--- config.mk ---
export PLATFORM = sky130hd
export DESIGN_NAME = adc_deadband_bcd_framer
export DESIGN_NICKNAME = d
export VERILOG_FILES = /design/src/rtl/adb_pkg.sv /design/src/rtl/adb_front.sv /design/src/rtl/adb_fifo.sv /design/src/rtl/adb_back.sv /design/src/rtl/adc_deadband_bcd_framer.sv
export SDC_FILE = /design/constraint.sdc
export NUM_CORES = 1
export LEC_CHECK = 0
export BUFFER_PORTS_ARGS = -buffer_cell sky130_fd_sc_hd__buf_2
export CORE_MARGIN = 2
export CORE_UTILIZATION = 35
export CTS_CLUSTER_SIZE = 16
export DETAILED_ROUTE_END_ITERATION = 8
export PLACE_DENSITY = 0.56
export SKIP_LAST_GASP = 1
export SYNTH_ARGS = -nofsm -noshare
export SYNTH_HDL_FRONTEND = slang
export SYNTH_SLANG_ARGS = --single-unit
--- constraint.sdc ---
create_clock -name clk -period 9.82 [get_ports clk]
set_input_delay 1.964 -clock clk [delete_from_list [all_inputs] [get_ports clk]]
set_output_delay 1.964 -clock clk [all_outputs]
set_load 0.01 [all_outputs]
--- src/rtl/adb_pkg.sv ---
// Shared constants and types for the ADC deadband BCD framer.
`default_nettype none
package adb_pkg;

	// Default width of the filter datapath.
	localparam int unsigned SAMPLE_BITS_DEF = 10;

	// Fixed field widths of the stream and configuration ports.
	localparam int unsigned SAMPLE_W     = 10;
	localparam int unsigned BYTE_W       = 8;
	localparam int unsigned FILT_W       = 10;
	localparam int unsigned IN_TDATA_W   = 16;
	localparam int unsigned OUT_TDATA_W  = 24;
	localparam int unsigned CFG_DATA_W   = 10;
	localparam int unsigned CFG_INDEX_W  = 2;

	// Frame delimiters.
	localparam logic [BYTE_W-1:0] OPEN_BYTE  = 8'h28;
	localparam logic [BYTE_W-1:0] CLOSE_BYTE = 8'h29;

	// Register reset values.
	localparam logic [7:0] BASE_DB_RST      = 8'd10;
	localparam logic [7:0] UPPER_DB_RST     = 8'd15;
	localparam logic [9:0] REGION_START_RST = 10'd900;
	localparam logic [7:0] END_MARGIN_RST   = 8'd3;

	// Register indexes on the configuration port.
	typedef enum logic [CFG_INDEX_W-1:0] {
		REG_BASE_DB      = 2'd0,
		REG_UPPER_DB     = 2'd1,
		REG_REGION_START = 2'd2,
		REG_END_MARGIN   = 2'd3
	} reg_index_t;

	// Current register contents, handed to the filter.
	typedef struct packed {
		logic [7:0] base_deadband;
		logic [7:0] upper_deadband;
		logic [9:0] upper_region_start;
		logic [7:0] end_margin;
	} cfg_t;

endpackage
`default_nettype wire

--- src/rtl/adb_front.sv ---
// Front end: sample register, deadband filter, end snapping and history.
`default_nettype none
module adb_front #(
	parameter int unsigned SAMPLE_BITS = adb_pkg::SAMPLE_BITS_DEF
) (
	input  wire                           clk,
	input  wire                           arst_n,
	input  wire                           s_tvalid,
	output logic                          s_tready,
	input  wire  [adb_pkg::SAMPLE_W-1:0]  sample,
	input  wire  adb_pkg::cfg_t           cfg,
	output logic                          push_valid,
	input  wire                           push_ready,
	output logic [SAMPLE_BITS-1:0]        push_data
);
	import adb_pkg::*;

	// Compare width: holds the value plus deadband plus margin without overflow.
	localparam int unsigned XW = ((SAMPLE_BITS > FILT_W) ? SAMPLE_BITS : FILT_W) + 2;

	logic                   s1_valid_q;
	logic [SAMPLE_BITS-1:0] raw_s1;
	logic [FILT_W-1:0]      prev_q;

	logic [XW-1:0] raw_x, prev_x, db_x, diff_x, keep_x, lo_x, fs_x, res_x;

	assign fs_x = {{(XW-SAMPLE_BITS){1'b0}}, {SAMPLE_BITS{1'b1}}};

	always_comb begin
		raw_x  = XW'(raw_s1);
		prev_x = XW'(prev_q);
		db_x   = (raw_x > XW'(cfg.upper_region_start)) ? XW'(cfg.upper_deadband)
		                                               : XW'(cfg.base_deadband);
		diff_x = (raw_x >= prev_x) ? (raw_x - prev_x) : (prev_x - raw_x);
		keep_x = (diff_x <= db_x) ? prev_x : raw_x;
		lo_x   = db_x + XW'(cfg.end_margin);
		// Snapping to zero wins over snapping to full scale.
		priority if (keep_x < lo_x) begin
			res_x = '0;
		end else if (keep_x + lo_x >= fs_x) begin
			res_x = fs_x;
		end else begin
			res_x = keep_x;
		end
	end

	assign push_valid = s1_valid_q;
	assign push_data  = SAMPLE_BITS'(res_x);
	assign s_tready   = !s1_valid_q || push_ready;

	always_ff @(posedge clk or negedge arst_n) begin
		if (!arst_n) begin
			s1_valid_q <= 1'b0;
			prev_q     <= '0;
		end else begin
			if (s1_valid_q && push_ready) begin
				prev_q <= FILT_W'(res_x);
			end
			if (s_tready) begin
				s1_valid_q <= s_tvalid;
			end
		end
	end

	always_ff @(posedge clk) begin
		if (s_tready && s_tvalid) begin
			raw_s1 <= SAMPLE_BITS'(sample);
		end
	end

endmodule
`default_nettype wire

--- src/rtl/adb_fifo.sv ---
// Small register queue between the filter and the frame emitter.
`default_nettype none
module adb_fifo #(
	parameter int unsigned WIDTH = 10,
	parameter int unsigned DEPTH = 2
) (
	input  wire              clk,
	input  wire              arst_n,
	input  wire              push_valid,
	output logic             push_ready,
	input  wire  [WIDTH-1:0] push_data,
	output logic             pop_valid,
	input  wire              pop_ready,
	output logic [WIDTH-1:0] pop_data
);
	localparam int unsigned AW = (DEPTH > 1) ? $clog2(DEPTH) : 1;
	localparam int unsigned CW = $clog2(DEPTH + 1);

	logic [WIDTH-1:0] mem_q [DEPTH];
	logic [AW-1:0]    wr_q, rd_q;
	logic [CW-1:0]    cnt_q;
	logic             do_push, do_pop;

	assign push_ready = (cnt_q != CW'(DEPTH));
	assign pop_valid  = (cnt_q != '0);
	assign pop_data   = mem_q[rd_q];
	assign do_push    = push_valid && push_ready;
	assign do_pop     = pop_valid && pop_ready;

	always_ff @(posedge clk or negedge arst_n) begin
		if (!arst_n) begin
			wr_q  <= '0;
			rd_q  <= '0;
			cnt_q <= '0;
		end else begin
			if (do_push) begin
				wr_q <= (wr_q == AW'(DEPTH - 1)) ? '0 : wr_q + 1'b1;
			end
			if (do_pop) begin
				rd_q <= (rd_q == AW'(DEPTH - 1)) ? '0 : rd_q + 1'b1;
			end
			if (do_push && !do_pop) begin
				cnt_q <= cnt_q + 1'b1;
			end else if (do_pop && !do_push) begin
				cnt_q <= cnt_q - 1'b1;
			end
		end
	end

	always_ff @(posedge clk) begin
		if (do_push) begin
			mem_q[wr_q] <= push_data;
		end
	end

endmodule
`default_nettype wire

--- src/rtl/adb_back.sv ---
// Back end: splits a value into decimal digits and emits the six-beat frame.
`default_nettype none
module adb_back #(
	parameter int unsigned SAMPLE_BITS = adb_pkg::SAMPLE_BITS_DEF
) (
	input  wire                              clk,
	input  wire                              arst_n,
	input  wire                              pop_valid,
	output logic                             pop_ready,
	input  wire  [SAMPLE_BITS-1:0]           pop_data,
	output logic                             m_tvalid,
	input  wire                              m_tready,
	output logic [adb_pkg::OUT_TDATA_W-1:0]  m_tdata,
	output logic                             m_tlast
);
	import adb_pkg::*;

	// x / 10 == (x * 52429) >> 19 holds exactly for every x below 81920.
	localparam int unsigned    MW        = SAMPLE_BITS + 17;
	localparam logic [16:0]    RECIP10   = 17'd52429;
	localparam logic [2:0]     LAST_BEAT = 3'd5;

	logic                   active_q;
	logic [2:0]             cnt_q;
	logic [SAMPLE_BITS-1:0] rem_q;
	logic [FILT_W-1:0]      val_q;
	logic [BYTE_W-1:0]      byte_q;
	logic                   adv;
	logic [MW-1:0]          prod;
	logic [SAMPLE_BITS-1:0] quo, quo_x10;
	logic [3:0]             digit;

	assign prod    = MW'(rem_q) * MW'(RECIP10);
	assign quo     = SAMPLE_BITS'(prod >> 19);
	assign quo_x10 = SAMPLE_BITS'({quo, 3'b000}) + SAMPLE_BITS'({quo, 1'b0});
	assign digit   = 4'(rem_q - quo_x10);

	assign adv       = !m_tvalid || m_tready;
	assign pop_ready = adv && !active_q;
	assign m_tdata   = {{(OUT_TDATA_W - FILT_W - BYTE_W){1'b0}}, val_q, byte_q};

	always_ff @(posedge clk or negedge arst_n) begin
		if (!arst_n) begin
			active_q <= 1'b0;
			cnt_q    <= '0;
			m_tvalid <= 1'b0;
			m_tlast  <= 1'b0;
		end else if (adv) begin
			if (active_q) begin
				m_tvalid <= 1'b1;
				m_tlast  <= (cnt_q == LAST_BEAT);
				cnt_q    <= cnt_q + 1'b1;
				if (cnt_q == LAST_BEAT) begin
					active_q <= 1'b0;
				end
			end else if (pop_valid) begin
				m_tvalid <= 1'b1;
				m_tlast  <= 1'b0;
				cnt_q    <= 3'd1;
				active_q <= 1'b1;
			end else begin
				m_tvalid <= 1'b0;
				m_tlast  <= 1'b0;
			end
		end
	end

	always_ff @(posedge clk) begin
		if (adv) begin
			if (active_q) begin
				byte_q <= (cnt_q == LAST_BEAT) ? CLOSE_BYTE : {4'b0000, digit};
				rem_q  <= quo;
			end else if (pop_valid) begin
				byte_q <= OPEN_BYTE;
				rem_q  <= pop_data;
				val_q  <= FILT_W'(pop_data);
			end
		end
	end

endmodule
`default_nettype wire

--- src/rtl/adc_deadband_bcd_framer.sv ---
// Top level of the ADC deadband filter and decimal frame generator.
//
//  Channel  Direction  Signals                        Beat contents
//  s_*      in         s_tvalid s_tready s_tdata      tdata[9:0] sample
//  m_*      out        m_tvalid m_tready m_tdata      tdata[7:0] tx_byte,
//                      m_tlast                        tdata[17:8] filtered_value,
//                                                     tlast frame_end
//  cfg_*    in         cfg_we cfg_index cfg_wdata     register write, no read-back
//
// Every sample produces six output beats, one per cycle while m_tready holds,
// so the frame emitter's output register sets the sustained sample rate; it
// takes the next sample once its closing beat is accepted. A sample passes the
// input stage and queue into the output register. Reset clears the previous
// output, the queue and the configuration registers to their defaults. The
// input side keeps accepting while the two-entry queue has room, so a stalled
// output only backs up the input once the queue and the input stage are full.
`default_nettype none
module adc_deadband_bcd_framer #(
	parameter int unsigned SAMPLE_BITS = adb_pkg::SAMPLE_BITS_DEF
) (
	input  wire                              clk,
	input  wire                              arst_n,
	// Input stream. tdata fields from bit 0: sample[9:0], zero padding.
	input  wire                              s_tvalid,
	output logic                             s_tready,
	input  wire  [adb_pkg::IN_TDATA_W-1:0]   s_tdata,
	// Output stream. tdata fields from bit 0: tx_byte[7:0],
	// filtered_value[9:0], zero padding. tlast marks the closing byte.
	output logic                             m_tvalid,
	input  wire                              m_tready,
	output logic [adb_pkg::OUT_TDATA_W-1:0]  m_tdata,
	output logic                             m_tlast,
	// Configuration write port.
	input  wire                              cfg_we,
	input  wire  [adb_pkg::CFG_INDEX_W-1:0]  cfg_index,
	input  wire  [adb_pkg::CFG_DATA_W-1:0]   cfg_wdata
);
	import adb_pkg::*;

	cfg_t                   cfg_q;
	logic                   push_valid, push_ready;
	logic [SAMPLE_BITS-1:0] push_data;
	logic                   pop_valid, pop_ready;
	logic [SAMPLE_BITS-1:0] pop_data;

	// Configuration registers. The index space is fully decoded.
	always_ff @(posedge clk or negedge arst_n) begin
		if (!arst_n) begin
			cfg_q.base_deadband      <= BASE_DB_RST;
			cfg_q.upper_deadband     <= UPPER_DB_RST;
			cfg_q.upper_region_start <= REGION_START_RST;
			cfg_q.end_margin         <= END_MARGIN_RST;
		end else if (cfg_we) begin
			unique case (reg_index_t'(cfg_index))
				REG_BASE_DB:      cfg_q.base_deadband      <= cfg_wdata[7:0];
				REG_UPPER_DB:     cfg_q.upper_deadband     <= cfg_wdata[7:0];
				REG_REGION_START: cfg_q.upper_region_start <= cfg_wdata[9:0];
				REG_END_MARGIN:   cfg_q.end_margin         <= cfg_wdata[7:0];
				default: ;
			endcase
		end
	end

	// While the queue has room, the front end filters one sample per cycle and
	// owns the history, so samples see prior results without waiting on output.
	adb_front #(
		.SAMPLE_BITS (SAMPLE_BITS)
	) u_front (
		.clk        (clk),
		.arst_n     (arst_n),
		.s_tvalid   (s_tvalid),
		.s_tready   (s_tready),
		.sample     (s_tdata[SAMPLE_W-1:0]),
		.cfg        (cfg_q),
		.push_valid (push_valid),
		.push_ready (push_ready),
		.push_data  (push_data)
	);

	adb_fifo #(
		.WIDTH (SAMPLE_BITS),
		.DEPTH (2)
	) u_fifo (
		.clk        (clk),
		.arst_n     (arst_n),
		.push_valid (push_valid),
		.push_ready (push_ready),
		.push_data  (push_data),
		.pop_valid  (pop_valid),
		.pop_ready  (pop_ready),
		.pop_data   (pop_data)
	);

	// The back end peels off one decimal digit per beat while it sends.
	adb_back #(
		.SAMPLE_BITS (SAMPLE_BITS)
	) u_back (
		.clk       (clk),
		.arst_n    (arst_n),
		.pop_valid (pop_valid),
		.pop_ready (pop_ready),
		.pop_data  (pop_data),
		.m_tvalid  (m_tvalid),
		.m_tready  (m_tready),
		.m_tdata   (m_tdata),
		.m_tlast   (m_tlast)
	);

	// The closing beat always carries the closing delimiter.
	a_close_byte: assert property (@(posedge clk) disable iff (!arst_n)
		m_tvalid && m_tlast |-> m_tdata[BYTE_W-1:0] == CLOSE_BYTE)
		else $error("closing beat without closing delimiter");

	// Digit beats carry a decimal digit.
	a_digit_range: assert property (@(posedge clk) disable iff (!arst_n)
		m_tvalid && !m_tlast && m_tdata[BYTE_W-1:0] != OPEN_BYTE
		|-> m_tdata[BYTE_W-1:0] <= 8'd9)
		else $error("digit beat out of range");

	// Within a frame the next beat follows at once with the same value.
	a_frame_value: assert property (@(posedge clk) disable iff (!arst_n)
		m_tvalid && m_tready && !m_tlast
		|=> m_tvalid && $stable(m_tdata[BYTE_W+FILT_W-1:BYTE_W]))
		else $error("frame value changed mid-frame");

	// An opening delimiter never ends a frame.
	a_open_not_last: assert property (@(posedge clk) disable iff (!arst_n)
		m_tvalid && m_tdata[BYTE_W-1:0] == OPEN_BYTE |-> !m_tlast)
		else $error("opening delimiter flagged as last beat");

endmodule
`default_nettype wire

## After elaboration in Yosys (flattened, before gate mapping)

Memory sizes are Yosys's and may differ from the RTL's.
Index checks and enable logic that the tools add are counted.

- Reduce and logical (&&, ||, !) cells: 23
- Eq/ne operators: 5
- Mux-type cells: 23
- Multipliers: 1
- Add/subtract/negate cells: 11
- Bitwise operators: 1
- Order comparisons: 5

Operator list:

| cell | number |
|---|---|
| 10-bit two-way mux | 4 |
| 10-bit by 16-bit multiplier with 26-bit output (second input constant) | 1 |
| 8-bit two-way mux | 3 |
| 10-bit by 10-bit subtractor with 11-bit output | 2 |
| 12-bit adder | 1 |
| 12-bit by 8-bit adder with 12-bit output | 1 |
| 12-bit by 10-bit >= comparator with 1-bit output (second input constant) | 1 |
| 12-bit less-or-equal comparator | 1 |
| 12-bit < comparator | 1 |
| 12-bit two-way mux | 1 |
| 10-bit >= comparator | 1 |
| 10-bit > comparator | 1 |
| 2-bit AND reduction | 5 |
| 1-bit two-way mux | 9 |
| 7-bit two-way mux | 1 |
| 1-bit logical AND | 6 |
| 3-bit two-way mux | 2 |
| 6-bit two-way mux | 1 |
| 2-bit nonzero test | 3 |
| 1-bit zero test | 5 |
| 4-bit adder | 1 |
| 2-bit == test (second input constant) | 2 |
| 2-bit two-way mux | 2 |
| 4-bit subtractor | 1 |
| other kinds (11) | 13 |

- RAM bits: 20
- Logic and storage cells: 88
- Register bits: 93
- Memories: 1
- Bits of input ports: 33

Memories:

| name | depth | bits a word | read ports | clocked after memory_dff | write ports | line | RTL |
|---|---|---|---|---|---|---|---|
| u_fifo.mem_q | 2 | 10 | 1 | 0 | 1 | adb_fifo.sv:19 | `logic [WIDTH-1:0] mem_q [DEPTH];` |

## Depth between registers and ports, before layout

Gate-level depths: netlist of run 1.

- Depth after elaboration: 8
- Mapped depth: 33
- Depth with buffers taken out: 32

## Cells and area by module

Synthesis of run 1 repeated with hierarchy kept, for this count alone.

- Cell total of the unflattened synthesis: 859
- Area, all modules: 9192.6 sq um

By module, submodules not included:

| module | sequential area each (sq um) | times used | cells each | area each (sq um) |
|---|---|---|---|---|
| adb_front | 575.6 | 1 | 417 | 3520.9 |
| adb_back | 900.9 | 1 | 320 | 3435.8 |
| adc_deadband_bcd_framer | 865.8 | 1 | 73 | 1303.8 |
| adb_fifo | 700.7 | 1 | 49 | 932.1 |

## Worst setup path before layout of run 1

No wires, ideal clock.

- Kind: register to register
- From: reg u_front.raw_s1[1]
- To: reg u_front.prev_q[1]
- Path buffers: 1
- Stages on the path, launching flop included: 32
- Setup time: 65 ps
- Required time: 9755 ps
- Period minus slack after synthesis: 6976 ps
- Data arrival time: 6911 ps
- Slack: 2844 ps
- Cell sequence: edfxtp_1 > ha_1 > nor2b_1 > o21a_1 > o21a_1 > o21a_1 > o21a_1 > o21ai_0 > nand3b_1 > nand2_1 > buf_1 > mux2i_1 > ha_1 > and4b_1 > a211oi_1 > o22ai_1 > or4_1 > nand2_1 > mux2i_1 > inv_1 > ha_1 > inv_1 > fa_1 > nand2b_1 > a221oi_1 > nand3_1 > nor3_1 > o21ai_0 > nor4bb_1 > o32ai_2 > a21oi_1 > mux2_2

- Cells in the longest elaborated chain, start to end: 8
- Elaborated cells on any way between the ends: 14
- Those cells by class: add/sub: 4; order compare: 5; mux: 5

Ends and longest elaborated chain:

| element | line | RTL |
|---|---|---|
| from (decl) | adb_front.sv:22 | `logic [SAMPLE_BITS-1:0] raw_s1;` |
| from (signal assigned) | adb_front.sv:67 | `raw_s1 <= SAMPLE_BITS'(sample);` |
| 10-bit by 10-bit subtractor with 11-bit output, or another cell as far along | adb_front.sv:34 | `diff_x = (raw_x >= prev_x) ? (raw_x - prev_x) : (prev_x - raw_x);` |
| 12-bit two-way mux or 8-bit two-way mux (tied branches) | adb_front.sv:34, adb_front.sv:32 |  |
| 12-bit less-or-equal comparator | adb_front.sv:35 | `keep_x = (diff_x <= db_x) ? prev_x : raw_x;` |
| 10-bit two-way mux | adb_front.sv:35 |  |
| 12-bit adder | adb_front.sv:40 | `end else if (keep_x + lo_x >= fs_x) begin` |
| 12-bit by 10-bit >= comparator with 1-bit output | adb_front.sv:40 |  |
| 10-bit two-way mux | adb_front.sv:40 |  |
| 10-bit two-way mux * | adb_front.sv:38 | `priority if (keep_x < lo_x) begin` |
| named net push_data[1] | adc_deadband_bcd_framer.sv:42 | `logic [SAMPLE_BITS-1:0] push_data;` |
| to (signal assigned) | adb_front.sv:57 | `prev_q <= FILT_W'(res_x);` |
| to (decl) | adb_front.sv:23 | `logic [FILT_W-1:0] prev_q;` |

Mark *: on every way through the listed nets, which the timed path passes. The rest lies on a longest branch.
A chain may end at the register's enable or synchronous reset.

## Worst setup path after layout of run 1

- From: reg u_front.raw_s1[1]
- To: reg u_front.prev_q[4]

The elaborated chain is that of the path after synthesis.

==> results.ini, run 1 <==
[outcome]
status=finished, final reports clean

[timing]
setup_tns_ns=0
period_share_pct=82.4
setup_viol=0
tightestPinTransition_ns=1.09
hold_viol=0
fin_skew_ns=0.0156
maxSlewHeadroom_pct=25.5
layout_min_cycle_time_ns=8.10
slew_violations=0
fmax_ghz=0.124
rsz0062_at_grt=no

[finish]
final_cell_area_mm2=0.00980
final_net_count=1074
drive_above_1_share_pct=17.0
final_common_cell=ha_1
diodes=0
layout_common_cells=138 x ha_1, 122 x inv_1, 65 x mux2_2, 60 x a21oi_1, 55 x edfxtp_1
area_growth_pct=9.93
utilization_pct=39.0
stdcell_count=1204

[placement]
hpwl_mm=14.2
place_congestion=0.859
portBuffers=44
dp_cells=1188
placed_area_mm2=0.00948

[floorplanning]
initial_core_util_pct=35.5
coreArea_mm2=0.0251
num_io_pins=60
die_y_um=164
die_area_mm2=0.0268
rows=58
die_w_um=164

[global_route]
first_global_vias=5932
antenna_found_initial=0
grt_overflow_total=0
grt_pass1_wl_mm=29.2
grt_max_degree=56
grt_usage_pct=13.8

[clocking]
clock-root-buffer=clkbuf_16
h-tree-depth=3
cts_tree=yes
numClockSinks=110
cts.path.max_buffers=2
cts-hold-fix-buffers=0
cts_buffers=9
postCtsSetupRepairBufs=0
ctsResizeCount=0
clkSlewWorstSetupHoldPaths_ns=0.09
insertion_delay_ns=0.36

[setup_path]
critical_path_arrival_ns=8.40
crit_path_start_kind=register
cp_slowest_cell=or4_1
worst_r2r_endpoint=u_front.prev_q[4]
slowest_delay_ns=0.59
crit_path_max_fanout=15
crit_family=simple AND/OR/NAND/NOR gates
worstSetupPathType=register to register
crit_path_end_kind=register
crit_required_ns=10.13
reg2reg_depth=30
crit_buf_inv=2
crit_top_cell=o21a_1
rr_startpoint=u_front.raw_s1[1]
ff2ff_setup_slack_ns=1.72

[routing]
num_vias=5952
wl_met2_mm=8.19
routed_wirelength_mm=17.5
drt_iter0_drc=281
m1WireLength_mm=8.40
met3RoutedLength_um=524
ant_nets=0
top_layer=met4
avgViaCountPerCell=4.94
dr.pass1.iters=5
drc=0
wl_per_cell_um=14.6

[hold_path]
min_path_type=register to register
min_from=u_fifo.wr_q
min_path_cells=1
whs_endpoint=u_fifo.wr_q

[synthesis]
syn_area_mm2=0.00892
postSynthAreaPerCell_um2=10.8
ys.flop_type=edfxtp_1
synthTopCellsByArea=ha_1 19%, edfxtp_1 19%, dfrtp_1 12%, mux2_2 8.2%, fa_1 7.6%
synth_edf_count=55
yosysUniqueCellTypes=64
synth_top_area_share_pct=19.4
yosys_warnings=0
syn-instance-count=827
synth_seq_cells=110
yosys.area.top_type=ha_1
synthArstFlopShare_pct=50.0
yosysSeqAreaShare_pct=34.1

[flow_run]
cap_violations=0

[synth_stat cells, types with 7 or more instances]
cell	instances
dfstp_2	12
nor2b_1	9
nand3_1	14
ha_1	138
dfrtp_1	43
nor3_1	9
edfxtp_1	55
buf_4	9
nor2_1	34
fa_1	34
o21ai_0	20
xnor2_1	16
inv_1	122
a21oi_1	60
mux2i_1	18
a21o_1	12
o21a_1	7
mux2_2	65
o21bai_1	7
a211oi_1	8
nand2b_1	8
nand2_1	25
clkbuf_1	12
xor2_1	19
[worst max path at each step]
stage | slack [ns] | start | end | cells after the start
6_report | 1.72 | u_front.raw_s1[1] | u_front.prev_q[4] | 30
3_5_place_dp | 1.62 | u_front.raw_s1[1] | u_front.prev_q[3] | 30
5_1_grt | 0.92 | u_front.raw_s1[1] | u_front.prev_q[7] | 30
4_1_cts | 1.59 | u_front.raw_s1[1] | u_front.prev_q[2] | 30
2_1_floorplan | 2.84 | u_front.raw_s1[1] | u_front.prev_q[1] | 31
3_3_place_gp | 1.68 | u_front.raw_s1[1] | u_front.prev_q[8] | 30
[metal layers]
layer | up-vias | global-route usage, %
met5 | - | 0
met4 | 0 | 4.23
met3 | 22 | 2.03
met2 | 116 | 22.9
met1 | 2848 | 18.7
li1 | 2966 | -
[state kept, by name, summed over array words and instances, names as in the netlist, 2 cells and up]
register / count
u_fifo.cnt_q: 2
u_front.raw_s1: 10
cfg_q: 34
u_back.byte_q: 5
u_fifo.mem_q: 20
u_back.val_q: 10
u_back.cnt_q: 3
u_front.prev_q: 10
u_back.rem_q: 10
[layout make-up]
cell class | instances | area [um2]
fill | 2532 | 15300
clock inverter | 7 | 93.8
multi-input combinational | 578 | 5320
clock buffer | 9 | 225
tap | 330 | 413
inverter | 122 | 458
sequential | 110 | 3040
timing repair buffer | 48 | 250
[stage by stage]
| stage | worst slack [ns] | hold WS (ns) |
|---|---|---|
| after floorplan | 2.84 | 0.461 |
| after global placement | 1.68 | 0.479 |
| after detailed placement | 1.62 | 0.484 |
| after CTS | 1.59 | 0.499 |
| after global routing | 0.917 | 0.521 |
| final | 1.72 | 0.501 |
[worst reg2reg max path: cells and delay by family (launching register included)]
family                     cells  cell delay, ns
AOI/OAI and AO/OA             11            2.21
adders and majority gates      4            1.26
buffers and inverters          2            0.16
DFF                            1            0.50
muxes                          3            1.11
and+or+nand+nor               10            2.84
[cells by family after synthesis]
logic type               after synthesis  share of synthesized area (%)
AO/OA/AOI/OAI                        146                           10.5
XOR/XNOR                              36                           3.69
adder cells (fa/ha/maj)              172                           27.0
buffers and inverters                147                           6.61
flip-flops                           110                           34.1
multiplexers                          83                           10.2
other                                  1                         0.0421
AND/OR/NAND/NOR                      132                           7.84
Power of run 1 is left out: the tool's default activity adds up to more than one toggle a clock period on the data nets, which glitch-free logic cannot reach.
==> inputs of run 2 (changes only) <==
- PLACE_DENSITY: 0.56 -> 0.58
- clock period: 9.82 -> 6.6 ns (I/O delays scaled with it)
==> run 2 against run 1 <==
Against the previous run:
- clock skew fell by 0.0054 ns
- critical endpoint is now u_front.prev_q[5]
- register-to-register slack worse by 1.7 ns
- flip-flop and latch count did not move
- die area unchanged
- setup slack got worse by 1.7 ns
- global-route usage up 0.58 points
- via count up 6.8%
- design area up 12%
- highest routed layer unchanged
==> results.ini, run 2 (same netlist as run 1, synthesis figures left out) <==
[timing]
hold_viol=0  ; unchanged
layout_min_cycle_time_ns=6.59  ; -1.51 ns
period_share_pct=99.8  ; +17 points
fin_hold_ws_ns=0.513  ; +0.0123 ns
rsz0062_at_grt=yes
maxSlewHeadroom_pct=31.6  ; +6.1 points
fin_skew_ns=0.0102  ; -0.00545 ns
slew_violations=0  ; unchanged
tightestPinTransition_ns=1.02  ; -0.0689 ns
setup_tns_ns=0  ; unchanged
setup_viol=0  ; unchanged
fmax_ghz=0.152  ; +23%

[setup_path]
crit_path_end_kind=register
crit_top_cell=o21a_1
worstSetupPathType=register to register
slowest_delay_ns=0.59  ; about the same
cp_slowest_cell=or4_4
crit_path_start_kind=register
critical_path_arrival_ns=6.90  ; -1.50 ns
crit_path_max_fanout=6  ; -9
crit_required_ns=6.91  ; -3.22 ns

[routing]
avgViaCountPerCell=4.89  ; -1.1%
dr.pass1.iters=4  ; -1
num_vias=6354  ; +6.8%
ant_nets=0  ; unchanged
drt_iter0_drc=279  ; -0.71%
routed_wirelength_mm=19.2  ; +9.3%
wl_per_cell_um=14.8  ; +1.3%
drc=0  ; unchanged
m1WireLength_mm=8.94  ; +6.4%
top_layer=met4
met3RoutedLength_um=484  ; -7.6%
wl_met2_mm=9.46  ; +15%

[global_route]
grt_overflow_total=0  ; unchanged
grt_pass1_wl_mm=30.6  ; +4.6%
grt_usage_pct=14.4  ; +0.58 points
antenna_found_initial=0  ; unchanged
first_global_vias=6290  ; +6.0%
grt_max_degree=56  ; unchanged

[hold_path]
min_path_type=register to register

[floorplanning]
num_io_pins=60  ; unchanged
die_w_um=164  ; unchanged
coreArea_mm2=0.0251  ; unchanged
rows=58  ; unchanged
die_y_um=164  ; unchanged
die_area_mm2=0.0268  ; unchanged
initial_core_util_pct=35.5  ; unchanged

[finish]
n_fill_cell=2425  ; -4.2%
drive_above_1_share_pct=30.3  ; +13 points
top_register=cfg_q
final_cell_area_mm2=0.0110  ; +12%
utilization_pct=43.7  ; +4.7 points
diodes=0  ; unchanged
final_net_count=1169  ; +8.8%
area_growth_pct=23.1
largest_register_ffs=34  ; unchanged
top_regs=cfg_q x34, u_fifo.mem_q x20
layout_common_cells=131 x ha_1, 119 x inv_1, 92 x buf_4, 61 x mux2_2, 55 x edfxtp_1
final_common_cell=ha_1

[clocking]
clkSlewWorstSetupHoldPaths_ns=0.08  ; about the same
numClockSinks=110  ; unchanged
cts_tree=yes
insertion_delay_ns=0.36  ; about the same
cts-hold-fix-buffers=0  ; unchanged
clock-root-buffer=clkbuf_16
cts_buffers=9  ; unchanged
h-tree-depth=3  ; unchanged
cts.path.max_buffers=2  ; unchanged

[placement]
portBuffers=44  ; unchanged
hpwl_mm=15.2  ; +7.3%
place_congestion=0.832  ; -3.1%
placed_area_mm2=0.0101  ; +6.6%

[outcome]
status=finished, final reports clean

[flow_run]
cap_violations=0  ; unchanged

==> run 2: cell count changes in the layout (fill, tap and decap cells not counted), sizes merged <==
cell / before / now
clkinv: 4 / 0
o32ai: 2 / 3
buf: 48 / 141
clkbuf: 9 / 11
bufinv: 0 / 1
inv: 125 / 127
==> run 2: what timing repair did <==
| action | CTS | global route |
|---|---|---|
| gates cloned | 1 | 0 |
| pin swaps | 9 | 37 |
| endpoints found under the setup margin | 30 | 30 |
| buffers inserted | 1 | 12 |
| resized for setup | 26 | 57 |
==> run 2: worst max-delay path, delay by kind of cell, from the launching register on <==
family	cells	cell delay (ns)
flops	1	0.41
fa+ha+maj	4	1.17
mux	3	0.76
simple gates	11	2.03
compound gates	10	1.43
buf+inv	6	0.73
==> run 2: final timing paths <==
path	slack (ns)	endpoint	start	depth (start not counted)
max	0.01	u_front.prev_q[5]	u_front.raw_s1[1]	34
min	0.51	u_fifo.wr_q	u_fifo.wr_q	1
max reg2reg	0.01	u_front.prev_q[5]	u_front.raw_s1[1]	34
min reg2reg	0.51	u_fifo.wr_q	u_fifo.wr_q	1
max in group asynchronous	5.02	u_front.prev_q[1]	arst_n	2
min in group asynchronous	1.10	u_front.prev_q[3]	arst_n	2
==> run 2: through the flow <==
stage | worst slack, ns | std cells
4_1_cts | 0.0263 | 1287
5_1_grt | -0.275 | 1299
3_3_place_gp | -0.294 | 1269
2_1_floorplan | 0.00553 | 835
6_report | 0.0109 | 1299
3_5_place_dp | -0.388 | 1269
==> run 2: final cells by class <==
type / count / area [um2] / share of cell area [%]
Multi-Input combinational cell: 579 / 5750 / 52.3
Tap cell: 330 / 413 / 3.76
Timing Repair Buffer: 142 / 1010 / 9.17
Clock inverter: 6 / 83.8 / 0.764
Sequential cell: 110 / 3040 / 27.7
Clock buffer: 10 / 229 / 2.09
Inverter: 122 / 458 / 4.17
==> run 2: per-layer routing <==
layer	up-vias	GRT usage, %
li1	3156	-
met1	3081	18.8
met2	98	25.2
met3	19	2.01
met4	0	3.43
met5	-	0
Power of run 2 is left out for the same reason.
